<file path="src/rtl/ppwr_pkg.sv">
// ----------------------------------------------------------------------------
// ppwr_pkg
// Types and constants shared by the peak pyramid window reader modules.
// ----------------------------------------------------------------------------
`default_nettype none

package ppwr_pkg;

  // Pyramid geometry.
  localparam int unsigned MAX_BASE_BUCKETS = 1024;
  localparam int unsigned CHANNELS         = 2;
  localparam int unsigned MAX_PIXELS       = 32;
  localparam int unsigned CNT_W            = $clog2(MAX_BASE_BUCKETS + 1);
  localparam int unsigned OFF_W            = $clog2(2 * MAX_BASE_BUCKETS);
  localparam int unsigned CH_W             = $clog2(CHANNELS);
  localparam int unsigned ADDR_W           = CH_W + OFF_W;
  localparam int unsigned STORE_DEPTH      = CHANNELS * 2 * MAX_BASE_BUCKETS;
  localparam int unsigned STORE_W          = 32;

  // Divider geometry: dividend holds end + span - 1.
  localparam int unsigned DIVIDEND_W = 34;
  localparam int unsigned DIVISOR_W  = 32;

  // Item modes.
  localparam logic [1:0] MODE_CLEAR = 2'd0;
  localparam logic [1:0] MODE_LOAD  = 2'd1;
  localparam logic [1:0] MODE_QUERY = 2'd2;

  // Configuration register indexes.
  localparam logic REG_BASE_FRAMES = 1'b0;
  localparam logic REG_DOC_FRAMES  = 1'b1;

  typedef struct packed {
    logic [1:0]         mode;
    logic               channel;
    logic signed [15:0] bucket_min;
    logic signed [15:0] bucket_max;
    logic               channel_done;
    logic [31:0]        query_start;
    logic [31:0]        query_count;
    logic [5:0]         disp_width;
  } in_item_t;

  typedef struct packed {
    logic signed [15:0] peak_min;
    logic signed [15:0] peak_max;
    logic [31:0]        window_start;
    logic [31:0]        span_frames;
    logic               empty_res;
    logic               last;
  } out_item_t;

endpackage

`default_nettype wire

</file>
<file path="src/rtl/ppwr_div.sv">
// ----------------------------------------------------------------------------
// ppwr_div
// Restoring unsigned divider, one quotient bit per cycle.
// ----------------------------------------------------------------------------
`default_nettype none

module ppwr_div (
  input  wire logic                              clk_i,
  input  wire logic                              rst_ni,
  input  wire logic                              go_i,
  input  wire logic [ppwr_pkg::DIVIDEND_W-1:0]   dividend_i,
  input  wire logic [ppwr_pkg::DIVISOR_W-1:0]    divisor_i,
  output      logic                              done_o,
  output      logic [ppwr_pkg::DIVIDEND_W-1:0]   quotient_o
);

  localparam int unsigned CNT_BITS = $clog2(ppwr_pkg::DIVIDEND_W + 1);

  logic [CNT_BITS-1:0]               cnt_q, cnt_d;
  logic                              done_q, done_d;
  logic [ppwr_pkg::DIVISOR_W-1:0]    rem_q, rem_d;
  logic [ppwr_pkg::DIVISOR_W-1:0]    dvs_q, dvs_d;
  logic [ppwr_pkg::DIVIDEND_W-1:0]   quo_q, quo_d;
  logic [ppwr_pkg::DIVISOR_W:0]      shifted;
  logic [ppwr_pkg::DIVISOR_W:0]      diff;

  // One shift-and-subtract step per cycle.
  always_comb begin
    cnt_d   = cnt_q;
    done_d  = 1'b0;
    rem_d   = rem_q;
    dvs_d   = dvs_q;
    quo_d   = quo_q;
    shifted = {rem_q, quo_q[ppwr_pkg::DIVIDEND_W-1]};
    diff    = shifted - {1'b0, dvs_q};
    if (go_i) begin
      cnt_d = CNT_BITS'(ppwr_pkg::DIVIDEND_W);
      rem_d = '0;
      dvs_d = divisor_i;
      quo_d = dividend_i;
    end else if (cnt_q != '0) begin
      if (shifted >= {1'b0, dvs_q}) begin
        rem_d = diff[ppwr_pkg::DIVISOR_W-1:0];
        quo_d = {quo_q[ppwr_pkg::DIVIDEND_W-2:0], 1'b1};
      end else begin
        rem_d = shifted[ppwr_pkg::DIVISOR_W-1:0];
        quo_d = {quo_q[ppwr_pkg::DIVIDEND_W-2:0], 1'b0};
      end
      cnt_d  = cnt_q - CNT_BITS'(1);
      done_d = (cnt_q == CNT_BITS'(1));
    end
  end

  always_ff @(posedge clk_i or negedge rst_ni) begin
    if (!rst_ni) begin
      cnt_q  <= '0;
      done_q <= 1'b0;
    end else begin
      cnt_q  <= cnt_d;
      done_q <= done_d;
    end
  end

  always_ff @(posedge clk_i) begin
    rem_q <= rem_d;
    dvs_q <= dvs_d;
    quo_q <= quo_d;
  end

  assign done_o     = done_q;
  assign quotient_o = quo_q;

endmodule

`default_nettype wire

</file>
<file path="config.mk">
export PLATFORM = sky130hd
export DESIGN_NAME = ppwr_div
export DESIGN_NICKNAME = d
export VERILOG_FILES = /design/src/rtl/ppwr_pkg.sv /design/src/rtl/ppwr_div.sv
export SDC_FILE = /design/constraint.sdc
export NUM_CORES = 1
export LEC_CHECK = 0
export ABC_AREA = 1
export BUFFER_PORTS_ARGS = -buffer_cell sky130_fd_sc_hd__buf_2
export CAP_MARGIN = 10
export CORE_MARGIN = 5
export CORE_UTILIZATION = 50
export CTS_CLUSTER_DIAMETER = 200
export CTS_CLUSTER_SIZE = 14
export DETAILED_ROUTE_END_ITERATION = 10
export PLACE_DENSITY = 0.78
export SYNTH_ARGS = -nofsm -noshare
export SYNTH_HDL_FRONTEND = slang
export SYNTH_SLANG_ARGS = --single-unit
</file>
<file path="constraint.sdc">
create_clock -name clk_i -period 2.9 [get_ports clk_i]
set_clock_uncertainty 0.15 [all_clocks]
set_input_delay 0.87 -clock clk_i [delete_from_list [all_inputs] [get_ports clk_i]]
set_output_delay 0.87 -clock clk_i [all_outputs]
set_load 0.05 [all_outputs]
</file>
==> summary.md, run 1 <==
| Metric | Value |
|---|---|
| Fillers | `1,280` |
| Hold Violations, Final | `0` |
| CP Launch Type | `register` |
| Synthesized area | `0.00686 mm2` |
| Gr usage total | `between 20% and 30%` |
| Clk sink count | `between 100 and 150` |
| Synth Area per Inst | `just over 7 um2` |
| GP Congestion | `just under 1` |
| R2R Path Start | `dvs_q[16]` |
| Overflow after GRT | `0` |
| ANT cells | `0` |
| Fin Setup TNS | `0 ns` |
| Synth Register Bits | `between 100 and 150` |
| IO buf count | `103` |
| Slew @ Worst Pin | `just over 1 ns` |
| Num rows | `42` |
| Cell taking the most area after synthesis | `edfxtp_1` |
| Ys async rst share | `under 10%` |
| Fin crit share | `90.8%` |
| Metal1 wirelength | `roughly 7900 um` |
| Post-Syn Instances | `around 1,000` |
| Synth warn | `0` |
| DR vias/cell | `between 4 and 5` |
| Cells after DPL | `1,237` |
| Outcome | `finished clean` |
| PD cells | `around 480 mW/mm2` |
| Die width | `roughly 130 um` |
| Element type at the critical path end | `register` |
| Leakage | `4.30 nW` |
| CTS tree | `built` |
| Initial antenna violation count | `0` |
| Total Wirelength | `around 18,000 um` |
| Detailed-route via count | `about 6,200` |
| Worst-path maximum fanout | `32` |
| # resized after CTS | `0` |
| DRT iter0 DRCs | `between 400 and 500` |
| Register area | `roughly 0.0028 mm2` |
| Post-DR wirelength/cell | `14.1 um` |
| R2R Path End | `rem_q[0]` |
| Vias in the first global route | `between 6,000 and 7,000` |
| Post-synth top area share | `between 20% and 30%` |
| Top-count cell post-synth | `nand2_1` |
| Top post-synthesis cells by count | `nand2_1, inv_1, nand3_1, edfxtp_1, nor2_1` |
| Detail Placement HPWL | `approximately 13,000 um` |
| Yosys cell types | `37` |
| RSZ-0062 raised after global routing | `no` |
| Uppermost layer routed | `met4` |
| Crit Path Category | `register to register` |
| I/O pin cnt | `104` |
| Seq/Total Area, Yosys | `between 40% and 50%` |
| Synth top area cells | `edfxtp_1, nand2_1, inv_1` |
| Post-CTS setup buffer count | `0` |
| Critical Path AT | `2.69 ns` |
| Syn Nets | `~1,100` |
| DRT Pass-1 Iters | `5` |
| Final Setup Violations | `0` |
| Area of the die | `0.0162 mm2` |
| Synth Flop Type | `edfxtp_1` |
| Post-DRT Antenna Nets | `0` |
| CORE AREA | `~0.013 mm2` |
| Slew Limit Headroom | `31.1%` |
| Multi-input combinational cell area | `around 0.0033 mm2` |
| Path depth of the worst reg2reg path | `13` |
| Clk root buf | `clkbuf_16` |
| Max Slew Vio Count | `0` |
| Max Cap Violations | `0` |
| Tmin final | `roughly 2.6 ns` |
| # hold bufs at CTS | `0` |
| First-pass GRT wire length | `approximately 29,000 um` |
| Fmax | `380 MHz` |
| Crit path required time | `about 3 ns` |
| Final non-filler cell total | `about 1,300` |
| H-tree depth | `3` |
| Routed wl met2 | `approximately 7900 um` |
| Share of cells above drive strength 1 | `roughly 14%` |
| Area delta synth->final | `14.1%` |
| Clock slew at reported path FFs | `0.08 ns` |
| # DRC | `0` |
| Worst vdd ir | `between 0.3 and 0.4 mV` |
| Largest net degree at the start of global routing | `67` |
| Clock buffer count from CTS | `9` |
| Die H | `approximately 130 um` |
| Clock Latency Late Sink | `between 0.3 and 0.4 ns` |
| EDFF count, synth | `66` |
| Clock Tree Buf Depth | `2` |
| Starting Density | `between 50 and 60%` |
| Met3 wire len | `around 1400 um` |
| # nets final | `roughly 1,200` |
| Flop-to-flop setup slack | `between 0.2 and 0.3 ns` |
| Hold crit path type | `input port to asynchronous set/reset pin` |
==> critical path, cell delays in order, from the launching register on <==
cell	delay, ns
edfxtp_1	0.33
inv_1	0.04
ha_1	0.38
nand2_1	0.13
nor2_1	0.25
nand2_1	0.08
nand2_1	0.10
inv_1	0.07
nand2_2	0.11
nand2_4	0.17
nand2_4	0.39
nand2_1	0.10
nand3_1	0.08
o21ai_0	0.08
==> area by class of cell <==
type                            instances  area share [%]
Clock inverter                          7           0.943
Tap cell                              176            2.81
Inverter                              178            8.54
Timing Repair Buffer                  110            7.26
Clock buffer                            9            2.88
Multi-Input combinational cell        668            41.8
Sequential cell                       105            35.8
==> report_power, final <==
group	switching [mW]	internal (mW)	total [mW]
Combinational	0.533	0.219	0.752
Sequential	0.0564	1.72	1.77
Clock	0.575	0.676	1.25
Total	1.16	2.61	3.77
==> registers in the layout (all words and copies together), names as in the netlist <==
register,count
cnt_q,6
done_o,1
dvs_q,32
quotient_o,34
rem_q,32
==> logic make-up after synthesis <==
| logic type | after synthesis | share of synthesized area, % |
|---|---|---|
| and+or+nand+nor | 565 | 35.2 |
| buffers and inverters | 200 | 11.5 |
| DFF | 105 | 40.8 |
| AOI/OAI and AO/OA | 53 | 4.12 |
| adders and majority gates | 35 | 6.49 |
| xor gates and xnor gates | 15 | 1.92 |
==> per-stage QoR <==
stage / total power, mW / area, um2 / utilization [%] / hold slack (ns) / setup WS (ns)
floorplan: 2.34 / 6860 / - / 0.289 / 0.239
global placement: 2.54 / 7530 / 56.4 / 0.309 / 0.345
detailed placement: 2.55 / 7530 / 56.4 / 0.317 / 0.277
CTS: 3.80 / 7830 / 58.6 / 0.179 / 0.260
global route: 3.93 / 7830 / 58.6 / 0.182 / 0.0627
finish: 3.77 / 7830 / 58.6 / 0.181 / 0.266
==> placed cells by master (no fill, tap or decap), drive strengths merged, types with 22 or more instances in the layout <==
cell and count:
nor2 45, nand3b 22, inv 181, o21ai 22
a21oi 23, buf 110, dfxtp 32, edfxtp 66
nand2 405, ha 34, nand3 80
==> per-layer routing <==
metal,vias up,track usage [%]
met5,-,0
met1,2728,29.7
met4,0,7.70
met3,25,4.88
li1,3208,-
met2,207,36.2
==> how the worst max path moves through the flow <==
| stage | from | endpoint | slack [ns] | depth (start not counted) |
|---|---|---|---|---|
| CTS | dvs_q[16] | rem_q[0] | 0.26 | 13 |
| finish | dvs_q[16] | rem_q[0] | 0.27 | 13 |
| global placement | dvs_q[16] | rem_q[1] | 0.34 | 13 |
| detailed placement | dvs_q[8] | rem_q[0] | 0.28 | 13 |
| global route | dvs_q[11] | rem_q[17] | 0.06 | 13 |
| floorplan | go_i | quotient_o[0] | 0.24 | 6 |
No activity file was read; power rests on OpenSTA's default activity.
==> run 2, diff against run 1 <==
Settings changed: CTS_BUF_LIST set to sky130_fd_sc_hd__clkbuf_8.
==> summary.md, run 2 (synthesis gave the netlist of run 1 again) <==
| Metric | Value |
|---|---|
| Outcome | `finished clean` |
| PD cells | `449 mW/mm2 (-6.9%)` |
| Fmax | `381 MHz (+0.47%)` |
| Area of the die | `0.0162 mm2 (unchanged)` |
| Num rows | `42 (unchanged)` |
| Slew @ Worst Pin | `1.04 ns (+0.00713 ns)` |
| Critical Path End | `rem_q[0]` |
| Crit path required time | `3.00 ns (+0.04 ns)` |
| Starting Density | `51.4% (unchanged)` |
| ANT cells | `0 (unchanged)` |
| Post-DR wirelength/cell | `14.0 um (-0.37%)` |
| Hold crit path type | `input port to asynchronous set/reset pin` |
| Largest net degree at the start of global routing | `67 (unchanged)` |
| Detailed-route via count | `6,163 (-0.081%)` |
| R2R Path Start | `dvs_q[11]` |
| Element type at the critical path end | `register` |
| H-tree depth | `3 (unchanged)` |
| Initial antenna violation count | `0 (unchanged)` |
| Vias in the first global route | `6,047 (-1.1%)` |
| I/O pin cnt | `104 (unchanged)` |
| Clock slew at reported path FFs | `0.11 ns (+0.03 ns)` |
| Fin Setup TNS | `0 ns (unchanged)` |
| Fin crit share | `90.4% (-0.43 points)` |
| Clock Latency Late Sink | `0.39 ns (+0.03 ns)` |
| # nets final | `1,176 (unchanged)` |
| Cell area after placement | `0.00753 mm2 (unchanged)` |
| # hold bufs at CTS | `0 (unchanged)` |
| # DRC | `0 (unchanged)` |
| Clk root buf | `clkbuf_8` |
| Clock buffer count from CTS | `9 (unchanged)` |
| Design area | `0.00772 mm2 (-1.3%)` |
| Leakage | `4.25 nW (-1.1%)` |
| IO buf count | `103 (unchanged)` |
| Gr usage total | `22.2% (-0.10 points)` |
| DR vias/cell | `4.92 (about the same)` |
| Path depth of the worst reg2reg path | `13 (unchanged)` |
| Die H | `127 um (unchanged)` |
| Post-DRT Antenna Nets | `0 (unchanged)` |
| R2R Path End | `rem_q[0]` |
| RSZ-0062 raised after global routing | `no` |
| Overflow after GRT | `0 (unchanged)` |
| Most common cell after layout, fill and taps aside | `nand2_1` |
| Clk sink count | `105 (unchanged)` |
| Most frequent cells in the layout | `nand2_1, inv_1, buf_2` |
| Number of flip-flops in the largest register | `34 (unchanged)` |
| Share of cells above drive strength 1 | `13.9% (unchanged)` |
| Tmin final | `2.62 ns (-0.0124 ns)` |
| Worst-path maximum fanout | `32 (unchanged)` |
| Max Cap Violations | `0 (unchanged)` |
| GP Congestion | `0.974 (unchanged)` |
| Area delta synth->final | `12.6%` |
| Post-CTS setup buffer count | `0 (unchanged)` |
| Crit Path Category | `register to register` |
| Clock Tree Buf Depth | `2 (unchanged)` |
| Critical Path AT | `2.72 ns (+0.03 ns)` |
| Setup WS pre-CTS | `0.277 ns (unchanged)` |
| First-pass GRT wire length | `29,000 um (-0.66%)` |
| Final Setup Violations | `0 (unchanged)` |
| Worst vdd ir | `0.410 mV (+15%)` |
| Flop-to-flop setup slack | `0.28 ns (about the same)` |
| CORE AREA | `0.0133 mm2 (unchanged)` |
| Max Slew Vio Count | `0 (unchanged)` |
| Total Wirelength | `17,600 um (-0.37%)` |
| Hold Violations, Final | `0 (unchanged)` |
| DRT iter0 DRCs | `407 (-2.2%)` |
| DRT Pass-1 Iters | `5 (unchanged)` |
| # resized after CTS | `0 (unchanged)` |
| Tot Pwr | `3.47 mW (-8.1%)` |
| CP Launch Type | `register` |
| Detail Placement HPWL | `13,400 um (unchanged)` |
| Final setup margin | `0.278 ns (+0.0124 ns)` |
| CP startpoint | `dvs_q[11]` |
| Die width | `127 um (unchanged)` |
| CTS tree | `built` |
| Slew Limit Headroom | `30.7% (-0.38 points)` |
## run 2: critical path: stages, from the launching register on
cell and delay (ns):
edfxtp_1 0.36, inv_1 0.06, ha_1 0.35, nand2_1 0.13, nor2_1 0.24, nand2_1 0.09
inv_1 0.09, nand2_2 0.07, nand2_2 0.11, nand2_4 0.17, nand2_4 0.39, nand2_1 0.10
nand3_1 0.08, o21ai_0 0.08
## run 2: metal layers
metal,wire [um],up-vias,GRT usage [%]
li1,-,3205,-
met1,8080,2743,30.0
met2,7820,196,35.4
met3,1370,19,6.01
met4,321,0,6.18
met5,0,-,0
## run 2: worst min-delay path by stage
stage,startpoint,end,cells past startpoint
floorplan,rem_q[31],rem_q[31],2
global placement,rem_q[19],rem_q[19],2
detailed placement,rem_q[19],rem_q[19],2
CTS,rst_ni,done_o,1
global route,rst_ni,done_o,1
finish,rst_ni,done_o,1
## run 2: area by class of cell
cell class	count	area, um2
Clock inverter	7	73.8
Clock buffer	9	124
Inverter	178	668
Tap cell	176	220
Multi-Input combinational cell	668	3270
Timing Repair Buffer	110	568
Fill cell	1295	5620
Sequential cell	105	2800
## run 2: power breakdown
group / internal [mW] / switching, mW
combinational: 0.219 / 0.531
sequential: 1.71 / 0.0564
clock: 0.406 / 0.541
total: 2.34 / 1.13
## run 2: stage by stage
step,hold slack [ns],cells,util [%]
6_report,0.135,1253,57.9
3_5_place_dp,0.317,1237,56.4
4_1_cts,0.129,1253,57.9
5_1_grt,0.118,1253,57.9
3_3_place_gp,0.309,1237,56.4
2_1_floorplan,0.289,973,-
==> run 3, diff against run 2 <==
Settings changed: CAP_MARGIN 10 to unset, CORE_UTILIZATION 50 to 54, PLACE_DENSITY 0.78 to 0.83, SKIP_CTS_REPAIR_TIMING set to 1.
==> summary.md, run 3 (synthesis gave the netlist of run 1 again) <==
| Metric | Value |
|---|---|
| Post-DRT Antenna Nets | `0 (unchanged)` |
| Starting Density | `54.8% (+3.4 points)` |
| Fmax | `402 MHz (+5.4%)` |
| Tmin final | `2.49 ns (-0.134 ns)` |
| PD cells | `442 mW/mm2 (-1.6%)` |
| Worst-path maximum fanout | `32 (unchanged)` |
| R2R Path Start | `dvs_q[16]` |
| Hold Violations, Final | `0 (unchanged)` |
| H-tree depth | `3 (unchanged)` |
| Fillers | `1,195 (-7.7%)` |
| Outcome | `finished clean` |
| DRT Pass-1 Iters | `7 (+2)` |
| Share of cells above drive strength 1 | `14.2% (+0.24 points)` |
| I/O pin cnt | `104 (unchanged)` |
| Slew Limit Headroom | `63.8% (+33 points)` |
| # nets final | `1,179 (+0.26%)` |
| Design area | `0.00775 mm2 (+0.40%)` |
| Clock Latency Late Sink | `0.39 ns (about the same)` |
| R2R Path End | `rem_q[3]` |
| RSZ-0062 raised after global routing | `no` |
| Gr usage total | `24.3% (+2.1 points)` |
| CORE AREA | `0.0125 mm2 (-6.2%)` |
| Die width | `123 um (-3.5%)` |
| Element type at the critical path end | `register` |
| Flop-to-flop setup slack | `0.41 ns (+0.13 ns)` |
| Total Wirelength | `17,700 um (+0.35%)` |
| Area of the die | `0.0151 mm2 (-6.8%)` |
| GP Congestion | `0.983 (+0.92%)` |
| Fin Setup TNS | `0 ns (unchanged)` |
| Vias in the first global route | `6,037 (-0.17%)` |
| DR vias/cell | `4.96 (+0.89%)` |
| Final Setup Violations | `0 (unchanged)` |
| Critical Path AT | `2.62 ns (-0.10 ns)` |
| Overflow after GRT | `0 (unchanged)` |
| Hold crit path type | `input port to asynchronous set/reset pin` |
| Detailed-route via count | `6,213 (+0.81%)` |
| First-pass GRT wire length | `28,700 um (-0.95%)` |
| Num rows | `41 (-2.4%)` |
| Largest net degree at the start of global routing | `52 (-22%)` |
| ANT cells | `0 (unchanged)` |
| Die H | `123 um (-3.5%)` |
| Initial antenna violation count | `0 (unchanged)` |
| Path depth of the worst reg2reg path | `13 (unchanged)` |
| Clk root buf | `clkbuf_8` |
| Cell area after placement | `0.00757 mm2 (+0.57%)` |
| Max Cap Violations | `0 (unchanged)` |
| Clock Tree Buf Depth | `2 (unchanged)` |
| Post-DR wirelength/cell | `14.1 um (+0.43%)` |
| Most common cell after layout, fill and taps aside | `nand2_1` |
| Detail Placement HPWL | `13,400 um (about the same)` |
| Slew @ Worst Pin | `0.543 ns (-0.496 ns)` |
| Area delta synth->final | `13.0%` |
| Clock buffer count from CTS | `9 (unchanged)` |
| Multi-input combinational cell area | `0.00327 mm2 (unchanged)` |
| Clock slew at reported path FFs | `0.12 ns (about the same)` |
| Most frequent cells in the layout | `nand2_1, inv_1, buf_2` |
| # DRC | `0 (unchanged)` |
| Fin crit share | `85.8% (-4.6 points)` |
| Crit Path Category | `register to register` |
| Clk sink count | `105 (unchanged)` |
| Leakage | `4.27 nW (+0.58%)` |
| Worst vdd ir | `0.528 mV (+29%)` |
| DRT iter0 DRCs | `351 (-14%)` |
| Crit path required time | `3.03 ns (+0.03 ns)` |
| CP startpoint | `dvs_q[16]` |
| Max Slew Vio Count | `0 (unchanged)` |
| IO buf count | `103 (unchanged)` |
| Register area | `0.00280 mm2 (unchanged)` |
| CTS tree | `built` |
| Number of flip-flops in the largest register | `34 (unchanged)` |
| CP Launch Type | `register` |
-- run 3: cell count changes in the layout (fill, tap and decap cells not counted), sizes merged --
| cell | delta |
|---|---|
| buf | +3 |
| clkinvlp | -1 |
| clkinv | +2 |
| bufinv | -1 |
-- run 3: report_power, final --
group          internal, mW  switching [mW]
sequential             1.71          0.0571
clock                 0.331           0.563
combinational         0.225           0.535
-- run 3: cell type report --
class,count,area share [%]
clock buffer,9,1.60
clock inverter,7,0.807
inverter,178,8.62
multi-input combinational,668,42.2
sequential,105,36.1
tap,172,2.78
timing repair buffer,113,7.94
-- run 3: layer usage --
layer	up-vias	part of all wire, %	track usage (%)	wire length (um)
met1	2796	46	32.7	8180
li1	3216	-	-	-
met5	-	0	0	0
met3	19	6.3	5.35	1120
met4	0	1.6	7.00	286
met2	182	46	39.5	8080
-- run 3: worst max path at each step --
stage | end | slack [ns]
2_1_floorplan | quotient_o[0] | 0.24
3_3_place_gp | rem_q[23] | 0.48
3_5_place_dp | rem_q[23] | 0.48
4_1_cts | rem_q[23] | 0.44
5_1_grt | rem_q[23] | 0.23
6_report | rem_q[3] | 0.41
-- run 3: worst max-delay path: stages (launching register included) --
cell,delay (ns)
edfxtp_1,0.34
inv_1,0.04
ha_1,0.37
nand2_1,0.13
nor2_1,0.32
nand2_1,0.11
nand2_1,0.10
inv_1,0.06
nand2_2,0.09
nand2_4,0.06
nand2_4,0.31
nand2_1,0.10
nand3_1,0.09
o21ai_1,0.07
-- run 3: stage by stage --
step           hold WS [ns]  setup WS (ns)  power [mW]  cells  util, %
4_1_cts               0.129          0.436        3.45   1252     62.0
5_1_grt               0.132          0.232        3.58   1252     62.0
6_report              0.145          0.413        3.43   1252     62.0
2_1_floorplan         0.289          0.239        2.34    973        -
3_3_place_gp          0.308          0.479        2.55   1236     60.5
3_5_place_dp          0.309          0.476        2.56   1236     60.5
